==> config.mk <==
export PLATFORM = sky130hd
export DESIGN_NAME = low_power_mode_policy
export DESIGN_NICKNAME = d
export VERILOG_FILES = /design/src/hw/rtl/lpmp_pkg.sv /design/src/hw/rtl/lpmp_decide.sv /design/src/hw/rtl/low_power_mode_policy.sv
export VERILOG_INCLUDE_DIRS = /design/src /design/src/hw/rtl
export SDC_FILE = /design/constraint.sdc
export NUM_CORES = 1
export LEC_CHECK = 0
export ABC_AREA = 1
export BUFFER_PORTS_ARGS = -buffer_cell sky130_fd_sc_hd__clkbuf_2
export CAP_MARGIN = 20
export CORE_MARGIN = 2
export CORE_UTILIZATION = 55
export CTS_BUF_LIST = sky130_fd_sc_hd__clkbuf_4 sky130_fd_sc_hd__clkbuf_8 sky130_fd_sc_hd__clkbuf_16
export DETAILED_ROUTE_END_ITERATION = 16
export PLACE_DENSITY = 0.79
export SLEW_MARGIN = 20
export SYNTH_ARGS = -nofsm -noshare
export SYNTH_HDL_FRONTEND = slang
export SYNTH_SLANG_ARGS = --single-unit
==> constraint.sdc <==
create_clock -name clk -period 5.6 [get_ports clk]
set_clock_uncertainty 0.2 [all_clocks]
set_input_delay 0.28 -clock clk [delete_from_list [all_inputs] [get_ports clk]]
set_output_delay 0.28 -clock clk [all_outputs]
set_load 0.01 [all_outputs]
==> src/hw/rtl/assert_macros.svh <==
// assertion helpers shared by the rtl
`ifndef ASSERT_MACROS_SVH
`define ASSERT_MACROS_SVH

// same-cycle implication
`define LPMP_ASSERT_IMP(lbl, ante, cons) \
	lbl: assert property (@(posedge clk) disable iff (!arst_n) (ante) |-> (cons)) \
		else $error("lpmp assertion failed");

// next-cycle implication
`define LPMP_ASSERT_NEXT(lbl, ante, cons) \
	lbl: assert property (@(posedge clk) disable iff (!arst_n) (ante) |=> (cons)) \
		else $error("lpmp assertion failed");

`endif

==> src/hw/rtl/lpmp_pkg.sv <==
package lpmp_pkg;

	localparam int BACKOFF_MAX  = 5;
	localparam int BACKOFF_LAST = 5;

	localparam logic [1:0] FUNC_STEP   = 2'd0;
	localparam logic [1:0] FUNC_MANUAL = 2'd1;
	localparam logic [1:0] FUNC_BOOT   = 2'd2;

	localparam logic [2:0] ACT_NONE         = 3'd0;
	localparam logic [2:0] ACT_IDLE         = 3'd1;
	localparam logic [2:0] ACT_STOP_ABANDON = 3'd2;
	localparam logic [2:0] ACT_STOP         = 3'd3;
	localparam logic [2:0] ACT_MANUAL_SB    = 3'd4;
	localparam logic [2:0] ACT_AUTO_SB      = 3'd5;

	localparam logic [1:0] MODE_RUN     = 2'd0;
	localparam logic [1:0] MODE_STOP    = 2'd1;
	localparam logic [1:0] MODE_STANDBY = 2'd2;

	localparam logic [1:0] PS_THERMAL    = 2'd1;
	localparam logic [1:0] PS_SCREEN_OFF = 2'd2;

	localparam logic [1:0] CLKPOL_HIGH   = 2'd1;
	localparam logic [1:0] CLKPOL_MEDIUM = 2'd2;

	localparam logic [2:0] REG_ECO_POLICY     = 3'd0;
	localparam logic [2:0] REG_STANDBY_ENABLE = 3'd1;
	localparam logic [2:0] REG_CLOCK_POLICY   = 3'd2;
	localparam logic [2:0] REG_STOP_WAKE_MS   = 3'd3;
	localparam logic [2:0] REG_LOW_BATT_MV    = 3'd4;
	localparam logic [2:0] REG_RECOVER_MV     = 3'd5;
	localparam logic [2:0] REG_STANDBY_IDLE   = 3'd6;

	localparam int CFG_IDX_W  = 3;
	localparam int CFG_DATA_W = 32;
	localparam int PERIOD_W   = 21;

	localparam logic [PERIOD_W-1:0] MANUAL_WAKE_MS       = 21'd10000;
	localparam logic [15:0]         DEFAULT_STOP_WAKE_MS = 16'd1000;
	localparam logic [7:0]          RETRY_SAT            = 8'hFF;

	localparam logic [PERIOD_W-1:0] BACKOFF_TBL [6] = '{
		21'd60000, 21'd120000, 21'd300000, 21'd600000, 21'd900000, 21'd1800000
	};

	typedef struct packed {
		logic [1:0]  func;
		logic [31:0] now_ms;
		logic [1:0]  power_state;
		logic        busy_locks;
		logic        stop_permitted;
		logic [15:0] batt_mv;
		logic        host_ack;
		logic        host_online;
		logic        woke_from_standby;
	} lpmp_req_t;

	typedef struct packed {
		logic [2:0]          action;
		logic [PERIOD_W-1:0] wake_ms;
		logic                clock_high;
		logic [1:0]          mode_state;
		logic [7:0]          retry_level;
	} lpmp_rsp_t;

	typedef struct packed {
		logic        eco_policy;
		logic        standby_enable;
		logic [1:0]  clock_policy;
		logic [15:0] stop_wake_ms;
		logic [15:0] low_batt_mv;
		logic [15:0] recover_batt_mv;
		logic [31:0] standby_idle_ms;
	} lpmp_cfg_t;

	typedef struct packed {
		logic [1:0]  last_ps;
		logic [31:0] scr_off_start;
		logic        host_prep;
		logic        manual_pend;
		logic [1:0]  mode;
		logic        ctx_valid;
		logic [7:0]  retry;
	} lpmp_state_t;

	localparam lpmp_cfg_t CFG_RESET = '{
		eco_policy:      1'b1,
		standby_enable:  1'b1,
		clock_policy:    2'd0,
		stop_wake_ms:    16'd1000,
		low_batt_mv:     16'd3000,
		recover_batt_mv: 16'd3300,
		standby_idle_ms: 32'd1800000
	};

	localparam lpmp_state_t STATE_RESET = '0;

	function automatic logic [PERIOD_W-1:0] backoff_period(input logic [7:0] retry);
		logic [7:0] lim;
		lim = retry;
		if (lim > 8'(BACKOFF_MAX)) lim = 8'(BACKOFF_MAX);
		if (lim > 8'(BACKOFF_LAST)) lim = 8'(BACKOFF_LAST);
		return BACKOFF_TBL[lim[2:0]];
	endfunction

endpackage

==> src/hw/rtl/lpmp_decide.sv <==
module lpmp_decide import lpmp_pkg::*; (
	input  lpmp_cfg_t   cfg,
	input  lpmp_state_t st,
	input  lpmp_req_t   req,
	output lpmp_state_t st_nxt,
	output lpmp_rsp_t   res
);

	logic [31:0] elapsed;
	logic [7:0]  retry_inc;

	always_comb begin
		st_nxt  = st;
		res     = '0;
		elapsed = '0;
		retry_inc = (st.retry == RETRY_SAT) ? RETRY_SAT : st.retry + 8'd1;

		unique case (req.func)
			FUNC_STEP: begin
				if (req.power_state != st.last_ps) begin
					st_nxt.last_ps = req.power_state;
					if (req.power_state == PS_SCREEN_OFF) st_nxt.scr_off_start = req.now_ms;
					st_nxt.host_prep = 1'b0;
				end

				priority if (cfg.clock_policy == CLKPOL_HIGH) begin
					res.clock_high = 1'b1;
				end else if (cfg.clock_policy == CLKPOL_MEDIUM) begin
					res.clock_high = 1'b0;
				end else begin
					res.clock_high = req.busy_locks || (req.power_state == PS_THERMAL);
				end

				elapsed = req.now_ms - st_nxt.scr_off_start;

				priority if (st.manual_pend) begin
					st_nxt.manual_pend   = 1'b0;
					st_nxt.ctx_valid     = 1'b0;
					st_nxt.retry         = '0;
					st_nxt.mode          = MODE_STANDBY;
					res.action           = ACT_MANUAL_SB;
					res.wake_ms          = MANUAL_WAKE_MS;
				end else if (req.power_state != PS_SCREEN_OFF || !req.stop_permitted) begin
					st_nxt.mode = MODE_RUN;
					res.action  = ACT_IDLE;
				end else if (cfg.eco_policy && cfg.standby_enable &&
						elapsed >= cfg.standby_idle_ms &&
						req.batt_mv < cfg.low_batt_mv) begin
					st_nxt.ctx_valid   = 1'b1;
					st_nxt.retry       = '0;
					st_nxt.mode        = MODE_STANDBY;
					res.action         = ACT_AUTO_SB;
					res.wake_ms        = backoff_period(8'd0);
				end else if (!st_nxt.host_prep && !req.host_ack && req.host_online) begin
					st_nxt.mode = MODE_RUN;
					res.action  = ACT_STOP_ABANDON;
				end else begin
					st_nxt.host_prep   = 1'b1;
					st_nxt.mode        = MODE_STOP;
					res.action         = ACT_STOP;
					res.wake_ms        = (cfg.stop_wake_ms == '0) ?
						PERIOD_W'(DEFAULT_STOP_WAKE_MS) : PERIOD_W'(cfg.stop_wake_ms);
				end
			end
			FUNC_MANUAL: begin
				st_nxt.manual_pend = 1'b1;
			end
			FUNC_BOOT: begin
				if (req.woke_from_standby && st.ctx_valid) begin
					if (!cfg.standby_enable || !cfg.eco_policy ||
							req.batt_mv >= cfg.recover_batt_mv) begin
						st_nxt.ctx_valid = 1'b0;
						st_nxt.retry     = '0;
					end else begin
						st_nxt.ctx_valid   = 1'b1;
						st_nxt.retry       = retry_inc;
						st_nxt.mode        = MODE_STANDBY;
						res.action         = ACT_AUTO_SB;
						res.wake_ms        = backoff_period(retry_inc);
					end
				end
			end
			default: begin
			end
		endcase

		res.mode_state  = st_nxt.mode;
		res.retry_level = st_nxt.retry;
	end

endmodule

==> src/hw/rtl/low_power_mode_policy.sv <==
// channel  dir  payload     handshake
// req      in   lpmp_req_t  req_valid / req_stall
// rsp      out  lpmp_rsp_t  rsp_valid / rsp_stall
// cfg      in   index+data  cfg_we, no wait
//
// one item per cycle sustained while rsp_stall is low
// the decision is one pass of logic between the request register and the
// response register, state is written as the item leaves the request register
// reset (arst_n low) at once clears state and valid flags, presets config
// a stalled response holds the request register, which then stalls req
`include "assert_macros.svh"

module low_power_mode_policy import lpmp_pkg::*; (
	input  logic                  clk,
	input  logic                  arst_n,
	input  logic                  req_valid,
	output logic                  req_stall,
	input  lpmp_req_t             req,
	output logic                  rsp_valid,
	input  logic                  rsp_stall,
	output lpmp_rsp_t             rsp,
	input  logic                  cfg_we,
	input  logic [CFG_IDX_W-1:0]  cfg_index,
	input  logic [CFG_DATA_W-1:0] cfg_data
);

	lpmp_cfg_t   cfg_q;
	lpmp_state_t st_q;
	lpmp_state_t st_nxt;
	lpmp_req_t   req_s1;
	logic        valid_s1;
	lpmp_rsp_t   res;
	lpmp_rsp_t   rsp_q;
	logic        rsp_valid_q;
	logic        adv;

	assign adv       = !rsp_valid_q || !rsp_stall;
	assign req_stall = valid_s1 && !adv;
	assign rsp_valid = rsp_valid_q;
	assign rsp       = rsp_q;

	lpmp_decide u_decide (
		.cfg    (cfg_q),
		.st     (st_q),
		.req    (req_s1),
		.st_nxt (st_nxt),
		.res    (res)
	);

	always_ff @(posedge clk or negedge arst_n) begin
		if (!arst_n) begin
			cfg_q <= CFG_RESET;
		end else if (cfg_we) begin
			unique case (cfg_index)
				REG_ECO_POLICY:     cfg_q.eco_policy      <= cfg_data[0];
				REG_STANDBY_ENABLE: cfg_q.standby_enable  <= cfg_data[0];
				REG_CLOCK_POLICY:   cfg_q.clock_policy    <= cfg_data[1:0];
				REG_STOP_WAKE_MS:   cfg_q.stop_wake_ms    <= cfg_data[15:0];
				REG_LOW_BATT_MV:    cfg_q.low_batt_mv     <= cfg_data[15:0];
				REG_RECOVER_MV:     cfg_q.recover_batt_mv <= cfg_data[15:0];
				REG_STANDBY_IDLE:   cfg_q.standby_idle_ms <= cfg_data[31:0];
				default: begin
				end
			endcase
		end
	end

	always_ff @(posedge clk or negedge arst_n) begin
		if (!arst_n) begin
			valid_s1    <= 1'b0;
			rsp_valid_q <= 1'b0;
			st_q        <= STATE_RESET;
		end else begin
			if (!req_stall) valid_s1 <= req_valid;
			if (adv) begin
				rsp_valid_q <= valid_s1;
				if (valid_s1) st_q <= st_nxt;
			end
		end
	end

	always_ff @(posedge clk) begin
		if (!req_stall) req_s1 <= req;
		if (adv && valid_s1) rsp_q <= res;
	end

	`LPMP_ASSERT_IMP(a_stop_mode, rsp_valid && rsp.action == ACT_STOP, rsp.mode_state == MODE_STOP && rsp.wake_ms != '0)
	`LPMP_ASSERT_IMP(a_idle_run, rsp_valid && (rsp.action == ACT_IDLE || rsp.action == ACT_STOP_ABANDON), rsp.mode_state == MODE_RUN && rsp.wake_ms == '0)
	`LPMP_ASSERT_IMP(a_retry_ctx, st_q.retry != '0, st_q.ctx_valid)
	`LPMP_ASSERT_NEXT(a_beat_moves, valid_s1 && !req_stall, rsp_valid)

endmodule
==> summary.md <==
| Metric | Value |
|---|---|
| Status | `finished clean` |
| # diodes | `0` |
| Synth warn | `0` |
| Area Overhead vs Synth | `22.24%` |
| Worst-margin pin slew | `between 1 and 1.5 ns` |
| Fin. max-slew vios | `0` |
| R2r startpoint | `req_s1[21]$_DFFE_PN_` |
| Clock buffer depth | `3` |
| Largest area contributor in the netlist | `edfxtp_1` |
| DP HPWL | `roughly 22 mm` |
| Worst reg2reg endpoint | `rsp[2]$_DFFE_PP_` |
| All-layer global routing usage | `about a quarter` |
| Post-synth top area share | `21.56%` |
| Starting Density | `55.98%` |
| Pwr/cell area | `around 380 nW/um2` |
| Final hold vios | `0` |
| Core footprint | `between 20000 and 25000 um2` |
| Remaining Overflow, GRT | `0` |
| Number of max-cap violations | `0` |
| Io pins | `approximately 130` |
| Max Freq | `between 150 and 200 MHz` |
| Final worst slack | `just under 0.5 ns` |
| First DRT Iteration DRCs | `between 500 and 600` |
| Design area | `between 15000 and 20000 um2` |
| Setup TNS | `0 ns` |
| Ys flop type | `dfrtp_1` |
| Number of flops mapped to enable cells by yosys | `91` |
| CTS clk-pin slew, worst paths | `roughly 0.06 ns` |
| Worst VDD drop | `between 0.2 and 0.3 mV` |
| Leak | `between 7 and 8 nW` |
| DRT Wirelength | `31.22 mm` |
| Total power | `about 6.0 mW` |
| Crit path max fanout | `between 40 and 50` |
| Crit share post-route | `between 90% and 100%` |
| Drt pass-1 iters | `7` |
| Max-slew headroom | `a little under a third` |
| Cell variety after synth | `53` |
| Min cycle time layout | `5.114 ns` |
| Worst path arrival time | `between 5 and 6 ns` |
| Layout cell share with drive strength beyond 1 | `approximately 16%` |
| CP Capture Type | `flop` |
| RD Place Congestion | `0.9596` |
| Largest net degree at the start of global routing | `78` |
| Sink of the worst hold path | `cfg_q[80]$_DFFE_PN0P_` |
| Ys async rst share | `59.38%` |
| Setup-failing EPs final | `0` |
| CTS Sinks | `approximately 220` |
| Placement Setup Slack | `0.3428 ns` |
| Slowest stage delay, CP | `roughly 0.44 ns` |
| Total Die Area | `between 20000 and 25000 um2` |
| Root Buffer | `clkbuf_16` |
| Number of cell rows | `55` |
| Tightest Hold Check Type | `in2reg` |
| Via count | `10640` |
| Nets | `~1900` |
| RSZ-0062 raised after global routing | `no` |
| Antenna Nets Post-Route | `0` |
| Synth Cell Area | `approximately 13000 um2` |
| Register area share after synthesis | `between 40% and 50%` |
| DR vias/cell | `~5.3` |
| Port bufs | `133` |
| Syn Nets | `between 1500 and 2000` |
| HP Start | `cfg_we` |
| Vias in the first global route | `around 10000` |
| Setup crit start kind | `flop` |
| Critical-path top delay cell | `edfxtp_1` |
| Antenna violations before repair | `0` |
| H-tree levels | `1` |
| Core Util, Final | `between 60% and 70%` |
| Clk_lat worst skew | `around 0.54 ns` |
| Register-to-register path setup slack | `0.49 ns` |
| WL/cell | `between 15 and 20 um` |
| Post-synthesis average cell area | `between 8 and 9 um2` |
| Cell Area, Placed | `13630 um2` |
| TritonCTS clock tree | `yes` |
| Setup CP Type | `reg2reg` |
| Die W | `around 160 um` |
| Synth Register Bits | `224` |
| Crit path top cell by count | `nand2_1` |
| Worst R2R Path Depth | `28` |
| Syn Inst Count | `around 1500` |
| WHS Path Cells | `6` |
| Number of remaining DRC errors | `0` |
| Num CTS Buffers | `24` |
| Die Ht | `around 160 um` |
| Top post-synthesis cells by area | `edfxtp_1 (22%), dfrtp_1 (20%), nand2_1 (11%)` |
| Global-route wire length before repair | `roughly 51 mm` |
| Crit path required time | `between 5 and 6 ns` |
[cells in the mapped netlist (22+ instances only)]
master	count
nor2_1	115
edfxtp_1	91
dfstp_2	32
a21oi_1	88
ha_1	100
clkbuf_1	27
dfrtp_1	101
o21ai_0	164
nand2_1	363
xor2_1	22
inv_1	214
nand3_1	32
[placed cells by master, fill, tap and decap left out, types with 3 or more instances in the layout]
cell	synthesis	final
a211oi_1	4	4
a21oi_1	88	87
buf_4	2	7
clkbuf_16	0	25
clkbuf_2	0	132
clkbuf_4	0	4
clkbuf_8	0	4
clkinv_2	0	7
dfrtp_1	101	101
dfstp_2	32	32
dlygate4sd3_1	0	102
edfxtp_1	91	91
ha_1	100	100
inv_1	214	212
inv_2	2	3
nand2_1	363	361
nand2_2	11	13
nand2_4	8	7
nand3_1	32	31
nand3_2	4	4
nand3_4	2	3
nand4_1	18	18
nor2_1	115	114
nor2_2	6	6
nor3_1	12	12
nor4_1	4	4
o211ai_1	6	6
o21a_1	3	3
o21ai_0	164	162
o21ai_1	4	6
o21ai_2	3	3
o31ai_1	3	3
xnor2_1	6	4
xor2_1	22	22
[layout make-up]
type,count,area [um2]
clock buffers,33,710.7
clock inverters,11,71.32
fillers,1726,7147
inverters,218,824.5
multi-input cells,1002,5664
flip-flops and latches,224,6101
well taps,285,356.6
repair buffers,243,1765
[per-layer routing]
metal	vias to the layer above	GRT usage (%)	wire, um
met4	0	9.567	1173
met1	4934	33.79	13570
met3	87	3.306	1559
li1	5311	-	-
met5	-	0	0
met2	308	44.99	14920
[state kept, by name, indices dropped and copies added (netlist names)]
name	count
cfg_q	84
req_s1	57
st_q	47
rsp	34
rsp_valid	1
valid_s1	1
[how the worst max path moves through the flow]
stage	start	endpoint	slack, ns	depth (start not counted)
after floorplan	req_s1[22]$_DFFE_PN_	rsp[2]$_DFFE_PP_	1.12	37
after global placement	req_s1[22]$_DFFE_PN_	rsp[2]$_DFFE_PP_	0.52	28
after detailed placement	req_s1[22]$_DFFE_PN_	st_q[3]$_DFFE_PN0P_	0.34	38
final	req_s1[21]$_DFFE_PN_	rsp[2]$_DFFE_PP_	0.49	28
after global routing	req_s1[22]$_DFFE_PN_	rsp[21]$_DFFE_PP_	0.01	38
after CTS	req_s1[22]$_DFFE_PN_	rsp[2]$_DFFE_PP_	0.31	36
[where the power goes]
part | total [mW] | internal (mW) | switching [mW]
Sequential | 2.18 | 2.03 | 0.155
Clock | 1.55 | 0.891 | 0.657
Combinational | 2.23 | 0.867 | 1.37
[cells by family after synthesis]
kind of cell               synth area share (%)
and+or+nand+nor                           19.84
AOI/OAI and AO/OA                         12.12
buffers and inverters                     7.591
DFF                                       48.13
adders and majority gates                 10.03
xor gates and xnor gates                  2.191
muxes                                   0.08884
[critical path, delay by kind of cell (launching register included)]
kind / cells / cell delay (ns)
fa+ha+maj: 2 / 0.63
flops: 1 / 0.44
compound gates: 7 / 1.34
xor+xnor: 1 / 0.23
simple gates: 16 / 1.61
buf+inv: 2 / 0.36
[per-stage QoR]
stage / cells / hold slack (ns)
6_report: 2016 / 0.09921
2_1_floorplan: 1477 / -0.2156
3_5_place_dp: 1868 / 0.2586
4_1_cts: 2014 / 0.03780
5_1_grt: 2016 / 0.1620
3_3_place_gp: 1868 / 0.2563
[what timing repair did]
| action | 4_1_cts | 5_1_grt |
|---|---|---|
| endpoints found under the setup margin | 0 | 36 |
| buffers inserted | 0 | 2 |
| resized for setup | 0 | 10 |
| hold buffers | 102 | 0 |
| hold endpoints to repair | 199 | 0 |
Note: power is estimated with default switching activity, not from simulation.
